`src/rtl/urb_pkg.sv`:
```
package urb_pkg;

    localparam int QUEUE_DEPTH = 256;
    localparam int PTR_W       = $clog2(QUEUE_DEPTH);
    localparam int BYTE_W      = 8;
    localparam int COUNT_W     = 8;

    typedef enum logic [1:0] {
        FN_RX_BYTE  = 2'd0,
        FN_TX_DONE  = 2'd1,
        FN_WRITE    = 2'd2,
        FN_DRAIN    = 2'd3
    } func_t;

    typedef enum logic [2:0] {
        S_IDLE,
        S_EXEC,
        S_TX_READ,
        S_DRAIN,
        S_DONE
    } state_t;

    typedef logic [PTR_W-1:0] ptr_t;

    // circular increment, any depth
    function automatic ptr_t next_ptr(input ptr_t p);
        ptr_t r;
        if (p == PTR_W'(QUEUE_DEPTH - 1))
        begin
            r = '0;
        end
        else
        begin
            r = p + 1'b1;
        end
        return r;
    endfunction

    // bytes held between read and write pointer, saturated to the count width
    function automatic logic [COUNT_W-1:0] level_of(input ptr_t rd, input ptr_t wr);
        logic [PTR_W:0]         diff;
        logic [PTR_W+COUNT_W:0] wide;
        diff = {1'b0, wr} - {1'b0, rd};
        if (wr < rd)
        begin
            diff = diff + (PTR_W+1)'(QUEUE_DEPTH);
        end
        wide = (PTR_W+COUNT_W+1)'(diff);
        if (wide > (PTR_W+COUNT_W+1)'(2**COUNT_W - 1))
        begin
            return {COUNT_W{1'b1}};
        end
        return wide[COUNT_W-1:0];
    endfunction

endpackage

```
`src/rtl/urb_ram.sv`:
```
module urb_ram #(
    parameter int WIDTH = 8,
    parameter int DEPTH = 256
) (
    input  logic                     clk,
    input  logic                     we,
    input  logic [$clog2(DEPTH)-1:0] waddr,
    input  logic [WIDTH-1:0]         wdata,
    input  logic [$clog2(DEPTH)-1:0] raddr,
    output logic [WIDTH-1:0]         rdata
);

    logic [WIDTH-1:0] mem [DEPTH];
    logic [WIDTH-1:0] rdata_reg;

    always_ff @(posedge clk)
    begin
        if (we)
        begin
            mem[waddr] <= wdata;
        end
        rdata_reg <= mem[raddr];
    end

    assign rdata = rdata_reg;

endmodule

```
`src/rtl/uart_rx_tx_ring_buffers.sv`:
```
// Receive and transmit byte queues for a serial port. Each input beat is one
// event (func): byte received, transmitter done, write byte, or drain the
// receive queue through the write rule. Each queue is a ring of QUEUE_DEPTH
// entries in its own RAM and holds at most QUEUE_DEPTH-1 bytes; a byte that
// finds its queue full is dropped and counted. Every event returns exactly
// one result beat with the byte handed to the transmitter (if any), the drop
// count and the busy mark and queue levels after the event. The block takes
// one event at a time: a byte received or a write goes through the execute
// and done steps before its result is registered, a transmitter done that
// pops a byte adds a RAM read step, and a drain walks its N receive-queue
// bytes, one queue entry per cycle through the shared write-rule logic. A
// result that is stalled holds the block in its final step; the next event
// can still be accepted while the previous result waits. No clearing pass is
// needed after reset.
module uart_rx_tx_ring_buffers
    import urb_pkg::*;
(
    input  logic                clk,
    input  logic                rst_n,

    input  logic                in_valid,
    output logic                in_stall,
    input  logic [1:0]          func,
    input  logic [BYTE_W-1:0]   data_byte,

    output logic                out_valid,
    input  logic                out_stall,
    output logic                send_valid,
    output logic [BYTE_W-1:0]   send_byte,
    output logic [COUNT_W-1:0]  dropped_count,
    output logic                tx_busy,
    output logic [COUNT_W-1:0]  rx_level,
    output logic [COUNT_W-1:0]  tx_level
);

    // sequencer
    state_t state_reg, state_next;

    // event being worked on
    func_t             func_reg, func_next;
    logic [BYTE_W-1:0] data_reg, data_next;

    // queue pointers and transmitter busy mark
    ptr_t rx_rd_reg, rx_rd_next;
    ptr_t rx_wr_reg, rx_wr_next;
    ptr_t tx_rd_reg, tx_rd_next;
    ptr_t tx_wr_reg, tx_wr_next;
    logic busy_reg, busy_next;

    // per-event result accumulators
    logic               sent_reg, sent_next;
    logic [BYTE_W-1:0]  sbyte_reg, sbyte_next;
    logic [COUNT_W-1:0] drop_reg, drop_next;

    // output beat register
    logic               ovalid_reg, ovalid_next;
    logic               osend_reg, osend_next;
    logic [BYTE_W-1:0]  obyte_reg, obyte_next;
    logic [COUNT_W-1:0] odrop_reg, odrop_next;
    logic               obusy_reg, obusy_next;
    logic [COUNT_W-1:0] orx_reg, orx_next;
    logic [COUNT_W-1:0] otx_reg, otx_next;

    // ram ports
    logic              rx_we, tx_we;
    ptr_t              rx_waddr, rx_raddr, tx_waddr, tx_raddr;
    logic [BYTE_W-1:0] rx_wdata, tx_wdata, rx_rdata, tx_rdata;

    logic              in_accept;
    logic              out_free;
    logic              do_rule;
    logic [BYTE_W-1:0] rule_byte;
    logic              rx_full, tx_full, rx_empty, tx_empty;
    ptr_t              rx_rd_inc;

    assign in_stall  = (state_reg != S_IDLE);
    assign in_accept = in_valid && !in_stall;
    assign out_free  = !ovalid_reg || !out_stall;

    assign rx_full   = (next_ptr(rx_wr_reg) == rx_rd_reg);
    assign tx_full   = (next_ptr(tx_wr_reg) == tx_rd_reg);
    assign rx_empty  = (rx_rd_reg == rx_wr_reg);
    assign tx_empty  = (tx_rd_reg == tx_wr_reg);
    assign rx_rd_inc = next_ptr(rx_rd_reg);

    urb_ram #(.WIDTH(BYTE_W), .DEPTH(QUEUE_DEPTH)) u_rx_ram (
        .clk   (clk),
        .we    (rx_we),
        .waddr (rx_waddr),
        .wdata (rx_wdata),
        .raddr (rx_raddr),
        .rdata (rx_rdata)
    );

    urb_ram #(.WIDTH(BYTE_W), .DEPTH(QUEUE_DEPTH)) u_tx_ram (
        .clk   (clk),
        .we    (tx_we),
        .waddr (tx_waddr),
        .wdata (tx_wdata),
        .raddr (tx_raddr),
        .rdata (tx_rdata)
    );

    // next state
    always_comb
    begin
        state_next = state_reg;
        case (state_reg)
            S_IDLE:
            begin
                if (in_accept)
                begin
                    state_next = S_EXEC;
                end
            end
            S_EXEC:
            begin
                case (func_reg)
                    FN_TX_DONE: state_next = tx_empty ? S_DONE : S_TX_READ;
                    FN_DRAIN:   state_next = rx_empty ? S_DONE : S_DRAIN;
                    default:    state_next = S_DONE;
                endcase
            end
            S_TX_READ:
            begin
                state_next = S_DONE;
            end
            S_DRAIN:
            begin
                // last entry consumed this cycle
                if (rx_rd_inc == rx_wr_reg)
                begin
                    state_next = S_DONE;
                end
            end
            S_DONE:
            begin
                if (out_free)
                begin
                    state_next = S_IDLE;
                end
            end
            default:
            begin
                state_next = S_IDLE;
            end
        endcase
    end

    // datapath and ram control
    always_comb
    begin
        func_next   = func_reg;
        data_next   = data_reg;
        rx_rd_next  = rx_rd_reg;
        rx_wr_next  = rx_wr_reg;
        tx_rd_next  = tx_rd_reg;
        tx_wr_next  = tx_wr_reg;
        busy_next   = busy_reg;
        sent_next   = sent_reg;
        sbyte_next  = sbyte_reg;
        drop_next   = drop_reg;

        ovalid_next = ovalid_reg && out_stall;
        osend_next  = osend_reg;
        obyte_next  = obyte_reg;
        odrop_next  = odrop_reg;
        obusy_next  = obusy_reg;
        orx_next    = orx_reg;
        otx_next    = otx_reg;

        rx_we       = 1'b0;
        rx_waddr    = rx_wr_reg;
        rx_wdata    = data_reg;
        rx_raddr    = rx_rd_reg;
        tx_we       = 1'b0;
        tx_waddr    = tx_wr_reg;
        tx_wdata    = data_reg;
        tx_raddr    = tx_rd_reg;

        do_rule     = 1'b0;
        rule_byte   = data_reg;

        case (state_reg)
            S_IDLE:
            begin
                if (in_accept)
                begin
                    func_next  = func_t'(func);
                    data_next  = data_byte;
                    sent_next  = 1'b0;
                    sbyte_next = '0;
                    drop_next  = '0;
                end
            end
            S_EXEC:
            begin
                case (func_reg)
                    FN_RX_BYTE:
                    begin
                        if (rx_full)
                        begin
                            drop_next = COUNT_W'(1);
                        end
                        else
                        begin
                            rx_we      = 1'b1;
                            rx_wr_next = next_ptr(rx_wr_reg);
                        end
                    end
                    FN_TX_DONE:
                    begin
                        // nonempty: read issued here, data taken next cycle
                        if (tx_empty)
                        begin
                            busy_next = 1'b0;
                        end
                    end
                    FN_WRITE:
                    begin
                        do_rule = 1'b1;
                    end
                    default:
                    begin
                        // drain: first read issued at rx_rd
                    end
                endcase
            end
            S_TX_READ:
            begin
                sent_next  = 1'b1;
                sbyte_next = tx_rdata;
                tx_rd_next = next_ptr(tx_rd_reg);
            end
            S_DRAIN:
            begin
                do_rule    = 1'b1;
                rule_byte  = rx_rdata;
                rx_rd_next = rx_rd_inc;
                rx_raddr   = rx_rd_inc;
            end
            S_DONE:
            begin
                if (out_free)
                begin
                    ovalid_next = 1'b1;
                    osend_next  = sent_reg;
                    obyte_next  = sbyte_reg;
                    odrop_next  = drop_reg;
                    obusy_next  = busy_reg;
                    orx_next    = level_of(rx_rd_reg, rx_wr_reg);
                    otx_next    = level_of(tx_rd_reg, tx_wr_reg);
                end
            end
            default:
            begin
            end
        endcase

        // write rule: straight to an idle transmitter, else queue or drop
        if (do_rule)
        begin
            if (busy_reg)
            begin
                if (tx_full)
                begin
                    if (drop_reg != {COUNT_W{1'b1}})
                    begin
                        drop_next = drop_reg + 1'b1;
                    end
                end
                else
                begin
                    tx_we      = 1'b1;
                    tx_wdata   = rule_byte;
                    tx_wr_next = next_ptr(tx_wr_reg);
                end
            end
            else
            begin
                sent_next  = 1'b1;
                sbyte_next = rule_byte;
                busy_next  = 1'b1;
            end
        end
    end

    // control state
    always_ff @(posedge clk or negedge rst_n)
    begin
        if (!rst_n)
        begin
            state_reg  <= S_IDLE;
            rx_rd_reg  <= '0;
            rx_wr_reg  <= '0;
            tx_rd_reg  <= '0;
            tx_wr_reg  <= '0;
            busy_reg   <= 1'b0;
            ovalid_reg <= 1'b0;
        end
        else
        begin
            state_reg  <= state_next;
            rx_rd_reg  <= rx_rd_next;
            rx_wr_reg  <= rx_wr_next;
            tx_rd_reg  <= tx_rd_next;
            tx_wr_reg  <= tx_wr_next;
            busy_reg   <= busy_next;
            ovalid_reg <= ovalid_next;
        end
    end

    // payload
    always_ff @(posedge clk)
    begin
        func_reg  <= func_next;
        data_reg  <= data_next;
        sent_reg  <= sent_next;
        sbyte_reg <= sbyte_next;
        drop_reg  <= drop_next;
        osend_reg <= osend_next;
        obyte_reg <= obyte_next;
        odrop_reg <= odrop_next;
        obusy_reg <= obusy_next;
        orx_reg   <= orx_next;
        otx_reg   <= otx_next;
    end

    assign out_valid     = ovalid_reg;
    assign send_valid    = osend_reg;
    assign send_byte     = obyte_reg;
    assign dropped_count = odrop_reg;
    assign tx_busy       = obusy_reg;
    assign rx_level      = orx_reg;
    assign tx_level      = otx_reg;

    // an idle transmitter never has bytes waiting
    a_idle_tx_empty: assert property (@(posedge clk) disable iff (!rst_n)
        !busy_reg |-> tx_empty)
        else $error("transmit queue holds bytes while transmitter idle");

    // no write into a full queue
    a_rx_no_overrun: assert property (@(posedge clk) disable iff (!rst_n)
        rx_we |-> !rx_full)
        else $error("receive queue written while full");

    a_tx_no_overrun: assert property (@(posedge clk) disable iff (!rst_n)
        tx_we |-> !tx_full)
        else $error("transmit queue written while full");

    // drain only walks entries that are really there
    a_drain_nonempty: assert property (@(posedge clk) disable iff (!rst_n)
        (state_reg == S_DRAIN) |-> !rx_empty)
        else $error("drain step on empty receive queue");

    // a drain leaves the receive queue empty
    a_drain_ends_empty: assert property (@(posedge clk) disable iff (!rst_n)
        (state_reg == S_DONE && func_reg == FN_DRAIN) |-> rx_empty)
        else $error("receive queue not empty after drain");

endmodule
```
`config.mk`:
```
export PLATFORM = sky130hd
export DESIGN_NAME = uart_rx_tx_ring_buffers
export DESIGN_NICKNAME = d
export VERILOG_FILES = /design/src/rtl/urb_pkg.sv /design/src/rtl/urb_ram.sv /design/src/rtl/uart_rx_tx_ring_buffers.sv
export SDC_FILE = /design/constraint.sdc
export NUM_CORES = 2
export LEC_CHECK = 0
export ABC_AREA = 1
export ABC_CLOCK_PERIOD_IN_PS = 16100
export BUFFER_PORTS_ARGS = -buffer_cell sky130_fd_sc_hd__buf_2
export CORE_AREA = 2 2 705 988
export DETAILED_ROUTE_END_ITERATION = 10
export DIE_AREA = 0 0 707 990
export SLEW_MARGIN = 25
export SYNTH_ARGS = -nofsm -noshare
export SYNTH_HDL_FRONTEND = slang
export SYNTH_HIERARCHICAL = 1
export SYNTH_SLANG_ARGS = --single-unit
```
`constraint.sdc`:
```
create_clock -name clk -period 16.1 [get_ports clk]
set_input_delay 1.61 -clock clk [delete_from_list [all_inputs] [get_ports clk]]
set_output_delay 1.61 -clock clk [all_outputs]
set_load 0.01 [all_outputs]
```
==> flow_summary.toml <==
[timing]
max_freq_ghz = 0.140
setup_tns_ns = 0
fin_crit_sh = 0.443
fin_crit_ns = 7.13
hold_ws_ns = 0.432
final_max_slew_viol_count = 0
final.setup_skew_ns = 0.125
hold_violations = 0
slew_headroom = 0.143
rsz0062_at_grt = "false"
setup_viol = 0
worst_pin_slew_ns = 1.28

[cells_and_area]
syn_to_final_growth_pct = 12.1
final_cells = 23700
reg_top3 = "u_rx_ram/mem (2048), u_tx_ram/mem (2048)"
fin_nets = 14300
drive_gt1_frac = 0.0582
fill_cells = 69900

[pwr]
vdd_drop_max_mv = 0.161
power.total_w = 0.0318
leakagePower_nw = 64.5
p_per_area_mw_per_mm2 = 165

[setup_path]
crit_arrival_ns = 8.03
cpMaxStageDelayCell = "buf_4"
crit_family = "buffers and inverters"
cp-end-kind = "register"
cp.required_ns = 17.01
cp_cell_sequence = "inv_1 -> nand2_1 -> nor2_4 -> nand3_1 -> o21ai_4 -> buf_4 -> buf_4 -> buf_4 -> buf_4 -> buf_4 -> nand2_1 -> nand3_1 -> nand3_1 -> nand3_1 -> nand3_1 -> nand3_1 -> nand3_1 -> nand2_1 -> nand2_1 -> nand2_1"
cp_slowest_stage_delay_ns = 0.90
crit_path_start_kind = "register"
cp_num_buf_inv = 6
critPathMostFrequentCell = "nand3_1"
cp_max_fo = 90
critical_path_class = "reg -> reg"

[synthesis]
ys.flop_type = "edfxtp_1"
synthArstFlopShare = 0.00879
synth.avg_cell_area_um2 = 11.8
synth.distinct_cells = 42
mappedNetlistNets = 14700
seq_area_frac_synth = 0.731
synth-edff-count = 4140
synth_largest_area_cell = "edfxtp_1"
synth_cells = 14700
synth_area_leaders = "edfxtp_1 (72%), nand3_1 (12%), nand2_1 (9.6%)"
yosysWarningCount = 6
synth_area_mm2 = 0.172
ys_ff_latch = 4210
synth_top_area_share = 0.721

[clock_tree]
cts_setup_buffers = 0
insertion_delay_ns = 0.99
h-tree-depth = 5
clockBufferDepth = 4
numCtsBuffers = 374
hold_buffers = 0
clkSlewWorstSetupHoldPaths_ns = 0.07
cts_tree = "done"
clkSinkCount = 4210
cts_root_buffer = "clkbuf_16"
post_cts_resized = 0

[die]
die_w_um = 707
dieArea_mm2 = 0.700
core_area_mm2 = 0.692
io_pins = 50
die_y_um = 990
rows = 362
start_util = 0.249

[placed_design]
dp_cells = 23000
hpwl_mm = 285
numPortBuffers = 49
gp_congestion = 0.879

[global_routing]
grt_pass1_vias = 108000
grt_max_degree = 229
grt_overflow = 0
grt_pass1_wl_mm = 724
antenna_found_initial = 35
grt_usage = 0.135

[route]
via_per_inst = 4.73
drt_first_pass_iters = 7
drt_wl_total_mm = 496
drt_iter0_drc = 11600
routedWlPerCell_um = 20.9
final_antenna_net_count = 0
drc = 0
vias = 112000

[run_status]
status = "finished clean"

[flow_run]
maxCapViolCount = 0

[min_path]
hp-class = "reg -> reg"
-- layout by cell type (no fill, tap or decap), types with 61 or more instances in the layout --
| cell type | n |
|---|---|
| inv_1 | 146 |
| clkinv_1 | 71 |
| nor2_1 | 614 |
| clkinv_2 | 64 |
| edfxtp_1 | 4140 |
| nand3_1 | 4097 |
| nand2_1 | 4390 |
| clkbuf_16 | 378 |
| clkbuf_1 | 61 |
| buf_4 | 164 |
-- metal layers --
layer  up-vias  track usage  part of all wire
li1      51100            -                 -
met1     55600        0.166              0.39
met2      4422        0.234              0.49
met3      1022       0.0189             0.067
met4        12       0.0641             0.054
met5         -            0           0.00017
-- per-stage QoR --
| stage | worst slack (ns) | instance area (um2) | util |
|---|---|---|---|
| 2_1_floorplan | 4.60 | 172000 | - |
| 3_3_place_gp | 8.93 | 181000 | 0.261 |
| 3_5_place_dp | 8.98 | 181000 | 0.262 |
| 4_1_cts | 9.03 | 193000 | 0.279 |
| 5_1_grt | 8.54 | 193000 | 0.279 |
| 6_report | 8.97 | 193000 | 0.279 |
-- worst paths after layout --
path | startpoint | endpoint | slack, ns | cells past startpoint
min in group asynchronous | rst_n | rx_rd_reg[1] | 0.79 | 2
min | sbyte_reg[7] | send_byte[7] | 0.43 | 0
max reg2reg | state_reg[2] | u_rx_ram/rdata[1] | 8.97 | 20
max in group asynchronous | rst_n | tx_raddr[0] | 14.71 | 2
max | state_reg[2] | u_rx_ram/rdata[1] | 8.97 | 20
min reg2reg | sbyte_reg[7] | send_byte[7] | 0.43 | 0
-- synthesized netlist by cell type (7+ instances only) --
cell,number
dfrtp_1,37
o21ai_2,7
dfxtp_1,33
buf_1,80
buf_2,538
a21oi_1,28
inv_1,151
xor2_1,25
nand3_1,4097
buf_4,92
edfxtp_1,4140
buf_6,35
clkbuf_1,230
nor2_1,617
o21ai_0,38
mux2i_1,8
a221oi_1,8
ha_1,21
nand4_1,20
nor3_1,9
nand2_1,4407
-- area by class of cell --
| class | count | area (um2) | area share |
|---|---|---|---|
| diodes | 8 | 20.0 | 0.000104 |
| clock buffers | 441 | 9720 | 0.0503 |
| clock inverters | 238 | 2470 | 0.0128 |
| inverters | 159 | 667 | 0.00345 |
| multi-input cells | 9320 | 41100 | 0.213 |
| flip-flops and latches | 4210 | 126000 | 0.652 |
| well taps | 9100 | 11400 | 0.0589 |
| repair buffers | 236 | 1920 | 0.00996 |
-- power by group --
part	switching, W	total [W]	internal (W)	leakage (nW)
Sequential	0.000247	0.0134	0.0131	38.0
Combinational	0.00719	0.00942	0.00222	20.6
Clock	0.00410	0.00903	0.00493	5.87
Total	0.0115	0.0318	0.0203	64.5
-- kinds of logic after synthesis --
group           Yosys count  synth area share
compound gates           95           0.00328
xor+xnor                 28           0.00142
fa+ha+maj                23           0.00176
buf+inv                1136            0.0324
flops                  4210             0.731
mux                       8          0.000465
simple gates           9166             0.230
No activity file was read; power rests on OpenSTA's default activity.
